[src/periodic_timer_bank_assert.svh]
// Assertion macros for the periodic timer bank.
// Each expects a clock named i_clk and an active-low reset named i_rst_n in scope.
`ifndef PERIODIC_TIMER_BANK_ASSERT_SVH
`define PERIODIC_TIMER_BANK_ASSERT_SVH

// Same-cycle implication.
`define PTB_ASSERT_NOW(lbl, ante, cons, msg) \
    lbl: assert property (@(posedge i_clk) disable iff (!i_rst_n) (ante) |-> (cons)) \
        else $error(msg);

// Next-cycle implication.
`define PTB_ASSERT_NEXT(lbl, ante, cons, msg) \
    lbl: assert property (@(posedge i_clk) disable iff (!i_rst_n) (ante) |=> (cons)) \
        else $error(msg);

`endif

[src/ptb_pkg.sv]
package ptb_pkg;

    localparam int SLOTS       = 16;
    localparam int PERIOD_BITS = 16;

    localparam int POS_W      = (SLOTS > 1) ? $clog2(SLOTS) : 1;
    localparam int CNT_W      = $clog2(SLOTS + 1);
    localparam int ID_W       = 5;
    localparam int MODE_W     = 2;
    localparam int KIND_W     = 2;
    localparam int INTERVAL_W = 16;
    localparam int MAXT_W     = 5;

    localparam logic [PERIOD_BITS-1:0] PERIOD_MAX = '1;

    typedef enum logic [MODE_W-1:0] {
        MODE_TICK = 2'd0,
        MODE_ADD  = 2'd1,
        MODE_DEL  = 2'd2
    } t_mode;

    typedef enum logic [KIND_W-1:0] {
        KIND_EXPIRY = 2'd0,
        KIND_ADD    = 2'd1,
        KIND_DEL    = 2'd2
    } t_kind;

    // Broadcast from the controller to every cell.
    typedef struct packed {
        logic                   shift;
        logic [MODE_W-1:0]      mode;
        logic [PERIOD_BITS-1:0] period;
        logic                   add_ok;
        logic                   del_ok;
        logic [POS_W-1:0]       del_pos;
    } t_ctl;

    // Handed from one cell to the next.
    typedef struct packed {
        logic tok;
        logic taken;
    } t_link;

    function automatic logic [PERIOD_BITS-1:0] sat_period(input logic [INTERVAL_W-1:0] iv);
        logic [32:0] ext;
        ext = 33'(iv);
        if (ext > 33'(PERIOD_MAX)) begin
            return PERIOD_MAX;
        end
        return PERIOD_BITS'(ext);
    endfunction

endpackage

[src/ptb_cell.sv]
module ptb_cell (
    input  logic                      i_clk,
    input  logic                      i_rst_n,
    input  logic [ptb_pkg::POS_W-1:0] i_idx,
    input  ptb_pkg::t_ctl             i_ctl,
    input  ptb_pkg::t_link            i_link,
    output ptb_pkg::t_link            o_link,
    output logic                      o_hit
);

    logic                            r_tok;
    logic                            r_taken;
    logic                            r_active;
    logic [ptb_pkg::PERIOD_BITS-1:0] r_period;
    logic [ptb_pkg::PERIOD_BITS-1:0] r_elapsed;

    logic                            n_active;
    logic [ptb_pkg::PERIOD_BITS-1:0] n_period;
    logic [ptb_pkg::PERIOD_BITS-1:0] n_elapsed;
    logic                            w_act;
    logic                            w_grab;
    logic [ptb_pkg::PERIOD_BITS:0]   w_inc;

    assign w_act = r_tok & i_ctl.shift;
    assign w_inc = {1'b0, r_elapsed} + 1'b1;

    always_comb begin
        n_active  = r_active;
        n_period  = r_period;
        n_elapsed = r_elapsed;
        w_grab    = 1'b0;
        o_hit     = 1'b0;
        if (w_act) begin
            case (i_ctl.mode)
                ptb_pkg::MODE_TICK: begin
                    if (r_active) begin
                        if (w_inc >= {1'b0, r_period}) begin
                            n_elapsed = '0;
                            o_hit     = 1'b1;
                        end else begin
                            n_elapsed = ptb_pkg::PERIOD_BITS'(w_inc);
                        end
                    end
                end
                ptb_pkg::MODE_ADD: begin
                    // claim only if no lower slot has been claimed already
                    if (i_ctl.add_ok && !r_active && !r_taken) begin
                        n_active  = 1'b1;
                        n_period  = i_ctl.period;
                        n_elapsed = '0;
                        w_grab    = 1'b1;
                        o_hit     = 1'b1;
                    end
                end
                ptb_pkg::MODE_DEL: begin
                    if (i_ctl.del_ok && (i_ctl.del_pos == i_idx) && r_active) begin
                        n_active = 1'b0;
                        o_hit    = 1'b1;
                    end
                end
                default: begin
                end
            endcase
        end
    end

    assign o_link.tok   = r_tok;
    assign o_link.taken = r_taken | w_grab;

    always_ff @(posedge i_clk) begin
        if (!i_rst_n) begin
            r_tok    <= 1'b0;
            r_taken  <= 1'b0;
            r_active <= 1'b0;
        end else begin
            if (i_ctl.shift) begin
                r_tok   <= i_link.tok;
                r_taken <= i_link.taken;
            end
            r_active <= n_active;
        end
    end

    always_ff @(posedge i_clk) begin
        r_period  <= n_period;
        r_elapsed <= n_elapsed;
    end

endmodule

[src/periodic_timer_bank.sv]
// Periodic timer bank: SLOTS timer cells in a chain, one slot visited per cycle while
// the result side is free. Every item (tick, add, delete, unused mode) walks the
// chain: accept, SLOTS steps, one flush step; a new item is taken only after the flush.
// Add and delete answers enter the output register in the flush step.
// Reset is synchronous: all slots free, active count zero, capacity 16; no clearing pass.
module periodic_timer_bank (
    input  logic        i_clk,
    input  logic        i_rst_n,
    // input items
    input  logic        i_s_axis_tvalid,
    output logic        o_s_axis_tready,
    input  logic [23:0] i_s_axis_tdata,  // interval[15:0], del_id[20:16], zero pad
    input  logic [1:0]  i_s_axis_tuser,  // mode[1:0]
    // result items
    output logic        o_m_axis_tvalid,
    input  logic        i_m_axis_tready,
    output logic [7:0]  o_m_axis_tdata,  // result_id[4:0], ok[5], zero pad
    output logic [1:0]  o_m_axis_tuser,  // kind[1:0]
    output logic        o_m_axis_tlast,
    // configuration
    input  logic        i_psel,
    input  logic        i_penable,
    input  logic        i_pwrite,
    input  logic [2:0]  i_paddr,
    input  logic [31:0] i_pwdata,
    output logic [31:0] o_prdata,
    output logic        o_pready
);

    typedef enum logic [2:0] {
        S_IDLE  = 3'b001,
        S_WALK  = 3'b010,
        S_FLUSH = 3'b100
    } t_state;

    localparam int SLOTS = ptb_pkg::SLOTS;
    localparam int POS_W = ptb_pkg::POS_W;
    localparam int CNT_W = ptb_pkg::CNT_W;
    localparam int ID_W  = ptb_pkg::ID_W;

    // ------------------------------------------------------------------
    // Control and payload registers
    // ------------------------------------------------------------------
    t_state                          r_state, n_state;
    logic [ptb_pkg::MODE_W-1:0]      r_mode;
    logic [ptb_pkg::PERIOD_BITS-1:0] r_period;
    logic                            r_add_ok;
    logic                            r_del_ok;
    logic [POS_W-1:0]                r_del_pos;
    logic [POS_W-1:0]                r_pos;
    logic [CNT_W-1:0]                r_count, n_count;
    logic [ptb_pkg::MAXT_W-1:0]      r_max;

    // held expiry / answer, waiting to learn whether it is the last one
    logic                            r_hold_v, n_hold_v;
    logic [ptb_pkg::KIND_W-1:0]      r_hold_kind, n_hold_kind;
    logic [ID_W-1:0]                 r_hold_id, n_hold_id;

    // output register
    logic                            r_out_v, n_out_v;
    logic [ptb_pkg::KIND_W-1:0]      r_out_kind, n_out_kind;
    logic [ID_W-1:0]                 r_out_id, n_out_id;
    logic                            r_out_ok, n_out_ok;
    logic                            r_out_last, n_out_last;

    logic                            w_accept;
    logic                            w_out_free;
    logic                            w_step;
    logic                            w_end;
    logic                            w_hit;
    logic [ID_W-1:0]                 w_id;
    logic [ptb_pkg::KIND_W-1:0]      w_kind;
    logic [6:0]                      w_cap;
    logic [6:0]                      w_tid_m1;
    logic [ptb_pkg::INTERVAL_W-1:0]  w_interval;
    logic [ID_W-1:0]                 w_tid;
    logic                            w_cfg_wr;

    ptb_pkg::t_ctl                   w_ctl;
    ptb_pkg::t_link                  w_link [SLOTS+1];
    logic [SLOTS-1:0]                w_hit_vec;
    logic [SLOTS-1:0]                w_tok_vec;

    // ------------------------------------------------------------------
    // Handshakes
    // ------------------------------------------------------------------
    assign o_s_axis_tready = (r_state == S_IDLE);
    assign w_accept        = i_s_axis_tvalid & o_s_axis_tready;
    assign w_out_free      = !r_out_v || i_m_axis_tready;
    // advance the walk only when a result could be pushed on
    assign w_step          = (r_state == S_WALK) && w_out_free;
    // the last cell holds the token: this step finishes the walk
    assign w_end           = w_link[SLOTS].tok;

    assign w_interval = i_s_axis_tdata[15:0];
    assign w_tid      = i_s_axis_tdata[20:16];

    // ------------------------------------------------------------------
    // Configuration port
    // ------------------------------------------------------------------
    assign o_pready = 1'b1;
    assign w_cfg_wr = i_psel && i_penable && i_pwrite && o_pready && !i_paddr[2];
    assign o_prdata = i_paddr[2] ? 32'd0 : 32'(r_max);

    // capacity clamps to the number of slots
    assign w_cap    = (7'(r_max) > 7'(SLOTS)) ? 7'(SLOTS) : 7'(r_max);
    assign w_tid_m1 = 7'(w_tid) - 7'd1;

    // ------------------------------------------------------------------
    // Cell chain
    // ------------------------------------------------------------------
    assign w_ctl.shift   = w_accept | w_step;
    assign w_ctl.mode    = r_mode;
    assign w_ctl.period  = r_period;
    assign w_ctl.add_ok  = r_add_ok;
    assign w_ctl.del_ok  = r_del_ok;
    assign w_ctl.del_pos = r_del_pos;

    // inject the token at the head on each transfer
    assign w_link[0].tok   = w_accept;
    assign w_link[0].taken = 1'b0;

    for (genvar g = 0; g < SLOTS; g++) begin : g_cell
        ptb_cell u_cell (
            .i_clk   (i_clk),
            .i_rst_n (i_rst_n),
            .i_idx   (POS_W'(g)),
            .i_ctl   (w_ctl),
            .i_link  (w_link[g]),
            .o_link  (w_link[g+1]),
            .o_hit   (w_hit_vec[g])
        );
        assign w_tok_vec[g] = w_link[g+1].tok;
    end

    // only the token holder can report, so a plain OR picks it
    assign w_hit = |w_hit_vec;
    assign w_id  = ID_W'(7'(r_pos) + 7'd1);

    always_comb begin
        case (r_mode)
            ptb_pkg::MODE_ADD: w_kind = ptb_pkg::KIND_ADD;
            ptb_pkg::MODE_DEL: w_kind = ptb_pkg::KIND_DEL;
            default:           w_kind = ptb_pkg::KIND_EXPIRY;
        endcase
    end

    // ------------------------------------------------------------------
    // Next state: walk sequencing, held report, output register, count
    // ------------------------------------------------------------------
    always_comb begin
        n_state     = r_state;
        n_count     = r_count;
        n_hold_v    = r_hold_v;
        n_hold_kind = r_hold_kind;
        n_hold_id   = r_hold_id;
        n_out_v     = r_out_v;
        n_out_kind  = r_out_kind;
        n_out_id    = r_out_id;
        n_out_ok    = r_out_ok;
        n_out_last  = r_out_last;

        if (r_out_v && i_m_axis_tready) begin
            n_out_v = 1'b0;
        end

        case (r_state)
            S_IDLE: begin
                if (w_accept) begin
                    n_state = S_WALK;
                end
            end
            S_WALK: begin
                if (w_step) begin
                    if (w_hit) begin
                        // a newer report exists, so the held one is not last
                        if (r_hold_v) begin
                            n_out_v    = 1'b1;
                            n_out_kind = r_hold_kind;
                            n_out_id   = r_hold_id;
                            n_out_ok   = 1'b1;
                            n_out_last = 1'b0;
                        end
                        n_hold_v    = 1'b1;
                        n_hold_kind = w_kind;
                        n_hold_id   = w_id;
                        if (r_mode == ptb_pkg::MODE_ADD) begin
                            n_count = r_count + 1'b1;
                        end else if (r_mode == ptb_pkg::MODE_DEL && r_count != '0) begin
                            n_count = r_count - 1'b1;
                        end
                    end
                    if (w_end) begin
                        n_state = S_FLUSH;
                    end
                end
            end
            S_FLUSH: begin
                if (w_out_free) begin
                    n_state = S_IDLE;
                    if (r_hold_v) begin
                        n_out_v    = 1'b1;
                        n_out_kind = r_hold_kind;
                        n_out_id   = r_hold_id;
                        n_out_ok   = 1'b1;
                        n_out_last = 1'b1;
                        n_hold_v   = 1'b0;
                    end else if (r_mode == ptb_pkg::MODE_ADD ||
                                 r_mode == ptb_pkg::MODE_DEL) begin
                        // add or delete found nothing: answer with a failure
                        n_out_v    = 1'b1;
                        n_out_kind = w_kind;
                        n_out_id   = '0;
                        n_out_ok   = 1'b0;
                        n_out_last = 1'b1;
                    end
                end
            end
            default: begin
                n_state = S_IDLE;
            end
        endcase
    end

    always_ff @(posedge i_clk) begin
        if (!i_rst_n) begin
            r_state  <= S_IDLE;
            r_count  <= '0;
            r_max    <= ptb_pkg::MAXT_W'(16);
            r_hold_v <= 1'b0;
            r_out_v  <= 1'b0;
        end else begin
            r_state  <= n_state;
            r_count  <= n_count;
            r_hold_v <= n_hold_v;
            r_out_v  <= n_out_v;
            if (w_cfg_wr) begin
                r_max <= i_pwdata[ptb_pkg::MAXT_W-1:0];
            end
        end
    end

    always_ff @(posedge i_clk) begin
        r_hold_kind <= n_hold_kind;
        r_hold_id   <= n_hold_id;
        r_out_kind  <= n_out_kind;
        r_out_id    <= n_out_id;
        r_out_ok    <= n_out_ok;
        r_out_last  <= n_out_last;
        if (w_accept) begin
            // latch the command for the whole walk
            r_mode    <= i_s_axis_tuser;
            r_period  <= ptb_pkg::sat_period(w_interval);
            r_add_ok  <= (w_interval != '0) && (7'(r_count) < w_cap);
            r_del_ok  <= (w_tid != '0) && (7'(w_tid) <= 7'(SLOTS));
            r_del_pos <= POS_W'(w_tid_m1);
            r_pos     <= '0;
        end else if (w_step) begin
            r_pos <= r_pos + 1'b1;
        end
    end

    // ------------------------------------------------------------------
    // Result port
    // ------------------------------------------------------------------
    assign o_m_axis_tvalid = r_out_v;
    assign o_m_axis_tdata  = {2'b00, r_out_ok, r_out_id};
    assign o_m_axis_tuser  = r_out_kind;
    assign o_m_axis_tlast  = r_out_last;

    // ------------------------------------------------------------------
    // Assertions
    // ------------------------------------------------------------------
    `include "periodic_timer_bank_assert.svh"

    `PTB_ASSERT_NOW(a_one_token, 1'b1, $onehot0(w_tok_vec), "more than one token in the chain")
    `PTB_ASSERT_NOW(a_one_hit, 1'b1, $onehot0(w_hit_vec), "more than one cell reported")
    `PTB_ASSERT_NOW(a_add_claims, w_step && w_end && r_mode == ptb_pkg::MODE_ADD && r_add_ok,
                    w_link[SLOTS].taken, "admitted add found no free slot")
    `PTB_ASSERT_NEXT(a_walk_starts, w_accept, r_state == S_WALK && w_link[1].tok,
                     "transfer did not start a walk")

endmodule
[config.mk]
export PLATFORM = sky130hd
export DESIGN_NAME = periodic_timer_bank
export DESIGN_NICKNAME = d
export VERILOG_FILES = /design/src/ptb_pkg.sv /design/src/ptb_cell.sv /design/src/periodic_timer_bank.sv
export VERILOG_INCLUDE_DIRS = /design/src /design/src/src
export SDC_FILE = /design/constraint.sdc
export NUM_CORES = 1
export LEC_CHECK = 0
export ABC_AREA = 1
export ABC_CLOCK_PERIOD_IN_PS = 6100
export BUFFER_PORTS_ARGS = -buffer_cell sky130_fd_sc_hd__buf_4
export CAP_MARGIN = 20
export CORE_MARGIN = 5
export CORE_UTILIZATION = 59
export CTS_CLUSTER_DIAMETER = 100
export CTS_CLUSTER_SIZE = 25
export DETAILED_ROUTE_END_ITERATION = 16
export PLACE_DENSITY = 0.76
export SETUP_SLACK_MARGIN = 0.5
export SLEW_MARGIN = 20
export SYNTH_ARGS = -nofsm -noshare
export SYNTH_HDL_FRONTEND = slang
export SYNTH_HIERARCHICAL = 1
export SYNTH_SLANG_ARGS = --single-unit
[constraint.sdc]
create_clock -name i_clk -period 6.1 [get_ports i_clk]
set_input_delay 1.22 -clock i_clk [delete_from_list [all_inputs] [get_ports i_clk]]
set_output_delay 1.22 -clock i_clk [all_outputs]
set_load 0.02 [all_outputs]
# Yosys cells after proc, flatten, opt, wreduce, memory -nomap -nowiden
# Cells that the tools add are included.
dict set report totals {
  reg_bits 618
  input_bits 68
  output_inout_bits 46
  word_cells 700
}
dict set report classes {
  n_addsub 21
  n_lt_le_gt_ge 19
  eq_ne 75
  muxes 288
  bitwise_logic 32
  reduce_logical 169
}
# operator count
set op_table {}
lappend op_table {{16-bit 2-to-1 mux} 48}
lappend op_table {{16-bit one-hot mux with 2 select lines} 16}
lappend op_table {{16-bit by 1-bit adder with 17-bit output (second input constant)} 16}
lappend op_table {{17-bit by 16-bit >= comparator with 1-bit output} 16}
lappend op_table {{1-bit 2-to-1 mux} 164}
lappend op_table {{4-bit AND reduction} 35}
lappend op_table {{2-bit by 1-bit != test with 1-bit output (second input constant)} 50}
lappend op_table {{1-bit logical AND} 71}
lappend op_table {{3-bit AND reduction} 17}
lappend op_table {{5-bit 2-to-1 mux} 10}
lappend op_table {{1-bit one-hot mux with 3 select lines} 16}
lappend op_table {{1-bit one-hot mux with 2 select lines} 20}
lappend op_table {{1-bit logical NOT} 33}
lappend op_table {{4-bit == test (second input constant)} 8}
lappend op_table {{1-bit bitwise AND} 17}
lappend op_table {{4-bit by 3-bit == test with 1-bit output (second input constant)} 4}
lappend op_table {{16-bit nonzero test} 1}
lappend op_table {{16-bit OR reduction} 1}
lappend op_table {{1-bit bitwise OR} 15}
lappend op_table {{2-bit 2-to-1 mux} 6}
lappend op_table {{3-bit 2-to-1 mux} 4}
lappend op_table {{5-bit one-hot mux with 2 select lines} 1}
lappend op_table {{5-bit nonzero test} 2}
lappend op_table {{3-bit one-hot mux with 3 select lines} 1}
lappend op_table {{other kinds (23)} 32}

# Logic depth before layout (Yosys ltp)
dict set report logic_depth {
  depth_word 10
  ltp_mapped 29
  ltp_nobuf 29
}

# Hierarchy
# Netlist, hierarchy kept.
# module instances cells_per_inst area_per_inst_um2 seq_area_each_um2
set by_module_without_submodules {}
lappend by_module_without_submodules {{ptb_cell (g_cell[10].u_cell ...)} 10 251 2223.4 1021.0}
lappend by_module_without_submodules {{ptb_cell (g_cell[0].u_cell ...)} 2 255 2162.1 1021.0}
lappend by_module_without_submodules {periodic_timer_bank 1 303 2949.1 1581.5}
lappend by_module_without_submodules {{ptb_cell (g_cell[8].u_cell)} 1 264 2351.0 1021.0}
lappend by_module_without_submodules {{ptb_cell (g_cell[7].u_cell)} 1 268 2279.7 1021.0}
lappend by_module_without_submodules {{ptb_cell (g_cell[9].u_cell)} 1 260 2222.1 1021.0}
lappend by_module_without_submodules {{ptb_cell (g_cell[1].u_cell)} 1 255 2200.9 1021.0}

# Worst setup path before layout
# OpenSTA, ideal clock, no wires.
dict set report synth_path {
  kind {input-to-reg}
  from {in i_s_axis_tvalid}
  to {reg g_cell[9].u_cell/r_elapsed[0] (netlist name) (enable)}
  setup_time_ns 0.414
  arrival_time_ns 4.283
  required_time_ns 5.686
  setup_slack_ns 1.403
  cell_stages 7
  path_buffers 0
  path_cell_list {inv_1 nor2_4 inv_1 nand2_1 nand2_1 o21bai_1 a211oi_1}
}
# element line
set synth_rtl {}
lappend synth_rtl {{from (decl)} periodic_timer_bank.sv:10} ;# input logic i_s_axis_tvalid,
lappend synth_rtl {{to (signal assigned)} ptb_cell.sv:86} ;# r_elapsed <= n_elapsed;
lappend synth_rtl {{to (decl)} ptb_cell.sv:15} ;# logic [ptb_pkg::PERIOD_BITS-1:0] r_elapsed;

# Worst setup path in the final report
dict set report layout_path {
  from {reg g_cell[7].u_cell/r_elapsed[0] (netlist name)}
  to {reg r_out_ok (enable)}
}
dict set report layout_via {
  elab_chain_len 9
}
# element line
set layout_rtl {}
lappend layout_rtl {{from (decl)} ptb_cell.sv:15}
lappend layout_rtl {{from (signal assigned)} ptb_cell.sv:86}
lappend layout_rtl {{16-bit by 1-bit adder with 17-bit output} ptb_cell.sv:25} ;# assign w_inc = {1'b0, r_elapsed} + 1'b1;
lappend layout_rtl {{via g_cell[7].u_cell.w_inc, one bit} ptb_cell.sv:22} ;# logic [ptb_pkg::PERIOD_BITS:0] w_inc;
lappend layout_rtl {{17-bit by 16-bit >= comparator with 1-bit output} ptb_cell.sv:37} ;# if (w_inc >= {1'b0, r_period}) begin
lappend layout_rtl {{1-bit 2-to-1 mux} ptb_cell.sv:37}
lappend layout_rtl {{1-bit 2-to-1 mux} ptb_cell.sv:36} ;# if (r_active) begin
lappend layout_rtl {{1-bit one-hot mux with 3 select lines} ptb_cell.sv:34} ;# case (i_ctl.mode)
lappend layout_rtl {{1-bit 2-to-1 mux} ptb_cell.sv:33} ;# if (w_act) begin
lappend layout_rtl {{via w_hit_vec[7]} periodic_timer_bank.sv:81} ;# logic [SLOTS-1:0] w_hit_vec;
lappend layout_rtl {{16-bit OR reduction} periodic_timer_bank.sv:137} ;# assign w_hit = |w_hit_vec;
lappend layout_rtl {{2-bit != test (no source line)} -}
lappend layout_rtl {{6-bit AND reduction (no source line)} -}
lappend layout_rtl {{to (signal assigned)} periodic_timer_bank.sv:248} ;# r_out_ok <= n_out_ok;
lappend layout_rtl {{to (decl)} periodic_timer_bank.sv:63} ;# logic r_out_ok, n_out_ok;
# The timed path passes the listed nets, and every way through them passes these cells.
# A chain may end at the register's enable or synchronous reset.

==> metrics.txt <==
synthesized area=0.03856 mm^2; initial antenna violation count=10; vias in the first global route=26,440; max incr delay on CP=450 ps; worst setup margin=1923 ps; max frequency=239.4 MHz; setup bufs post-CTS=0; Hold Path Depth=2; Crit path arrival time=4460 ps; clock root cell=clkbuf_16; final std cells w/o fill=5,420; largest net degree at the start of global routing=67; Fill cells=5,369; Clock Latency Late Sink=640 ps; global-route usage over all layers=22.30%; final setup TNS=0 ps; path category of the worst min-delay check=register to register; Final HPWL DP=56,250 um; post-route ant nets=0; average wire per standard cell=14.77 um; Die Area=0.07056 mm^2; Leakage=19.52 nW; CTS tree=yes; placed cells=5,366; Worst-path clk slew=100 ps; Post-Route WL=80,040 um; Mapped Avg Cell Area=8.825 um^2; Initial Utilization=59.70%; R2R depth=22; Final Util=63.59%; hold path start=g_cell[7].u_cell/r_active; initial DRC count=2,127; design area=0.04107 mm^2; Final period util=68.47%; via/cell ratio=5.061; DRC viols=0; cells after synthesis=4,369; CP max stage cell=edfxtp_1; num rows=93; Final Max Slew Viols=0; clock sink count=619; die height=265.6 um; Hold Vio Cnt, Final=0; Worst Path Max Fanout=9; I/O Buffers=51; reg2reg setup slack=1920 ps; Power Dens Cells=190.2 mW/mm^2; Worst VDD drop=0.0002230 V; Max-cap violations=0; vias=27,430; RR Endpoint=r_out_ok; slew margin rel.=27.61%; die width=265.6 um; core box area=0.06458 mm^2; hold buffer count at cts=0; RSZ-0062 raised after global routing=false; share of post-route cells with drive strength above 1=11.92%; P&R area growth vs syn=6.513%; Most Frequent Cell on Critical Path=nand2_1; DP Area=0.04022 mm^2; H-tree Lvls=1; Hold WS=492.4 ps; post-CTS sizing=0; setup violators final=0; I/O Pins=114; worst slack at placement=1976 ps; outcome=complete, no violations; Worst Skew=29.85 ps; NumNets Final=4,894; end of the worst hold path=g_cell[7].u_cell/r_active; Worst Path Required=6390 ps; Crit Path Category=register to register; First-pass DRT Iterations=6; number of buffers created by CTS=29; Tightest Pin Transition=1086 ps; FF-to-FF Start=g_cell[7].u_cell/r_elapsed[0]; total chip power=7.810 mW; first-pass GRT wire length=129,200 um; CP startpoint kind=register; Worst setup EP type=register; min Tclk post-route=4177 ps; synth warn=6; critical path, cell by cell=ha_1, nand2_1, nor2_2, nand2_1, nor3_1, nand3_1, xor2_1, inv_1, ha_1, nand3_1, nor3_1, nand2_2, nand2_1, nand2_1, a21oi_1, nor2_1, nand2_1, nor2_2, nand2_2, nand2_1, a21oi_1, and2_1; Placer Congestion=0.8566; Diodes inserted=0; Overflow after GRT=0; clk buf depth=3
==> worst max-delay path: cells and delay by family, from the launching register on <==
| kind | cells | cell delay (ps) |
|---|---|---|
| AOI/OAI and AO/OA | 2 | 350 |
| DFF | 1 | 450 |
| xor gates and xnor gates | 1 | 210 |
| adders and majority gates | 2 | 530 |
| and+or+nand+nor | 16 | 2210 |
| buffers and inverters | 1 | 90 |
==> per-layer routing <==
metal	track usage, %	routed length, um
met1	31.27	35570
met2	37.61	37090
met3	2.423	5242
met4	5.566	2147
met5	0	0
==> layout by cell type (no fill, tap or decap), types with 12 or more instances in the layout <==
master	count
inv_1	971
nand2_2	46
nand4_1	65
buf_4	109
clkbuf_1	21
conb_1	99
nor3_1	63
clkbuf_16	29
nor2_4	49
a21oi_1	176
nor2_2	167
nand3_4	17
ha_1	283
nor2b_1	14
a21boi_0	12
xor2_1	168
inv_2	33
dfxtp_1	67
xnor2_1	18
nand3_2	21
nand3_1	135
o21ai_0	123
nand2_1	728
nor2_1	471
edfxtp_1	552
==> worst max-delay path by stage <==
| stage | start | endpoint | slack (ps) | cells after the start |
|---|---|---|---|---|
| 6_report | g_cell[7].u_cell/r_elapsed[0] | r_out_ok | 1920 | 22 |
| 5_1_grt | g_cell[7].u_cell/r_elapsed[0] | r_out_ok | 1480 | 22 |
| 4_1_cts | g_cell[7].u_cell/r_elapsed[0] | o_m_axis_tlast | 1900 | 22 |
| 3_5_place_dp | g_cell[7].u_cell/r_elapsed[0] | r_out_id[2] | 1980 | 22 |
| 3_3_place_gp | g_cell[7].u_cell/r_elapsed[0] | r_out_id[2] | 2010 | 22 |
| 2_1_floorplan | i_s_axis_tvalid | g_cell[9].u_cell/r_elapsed[0] | 1400 | 7 |
==> flip-flops by register name (all words and copies together) (netlist names), 2 cells and up <==
register	flops
r_out_id	5
r_hold_kind	2
o_m_axis_tuser	2
g_cell.u_cell/r_active	16
r_hold_id	5
r_state	3
r_max	5
g_cell.u_cell/r_tok	16
g_cell.u_cell/r_period	256
r_count	5
g_cell.u_cell/r_taken	16
g_cell.u_cell/r_elapsed	256
r_pos	4
r_period	16
r_mode	2
r_del_pos	4
==> where the power goes <==
part / internal, mW / switching (mW) / total (mW)
combinational: 0.220 / 0.540 / 0.759
clock: 0.919 / 1.34 / 2.26
sequential: 4.71 / 0.0823 / 4.80
total: 5.85 / 1.96 / 7.81
==> final cells by class <==
class / instances / area [um^2] / area share (%)
sequential: 619 / 17920 / 43.63
clock inverter: 4 / 42.54 / 0.1036
inverter: 1004 / 3769 / 9.177
multi-input combinational: 2779 / 16650 / 40.53
clock buffer: 50 / 804.5 / 1.959
tap: 855 / 1070 / 2.605
timing repair buffer: 109 / 818.3 / 1.993
Note: power is estimated with default switching activity, not from simulation.
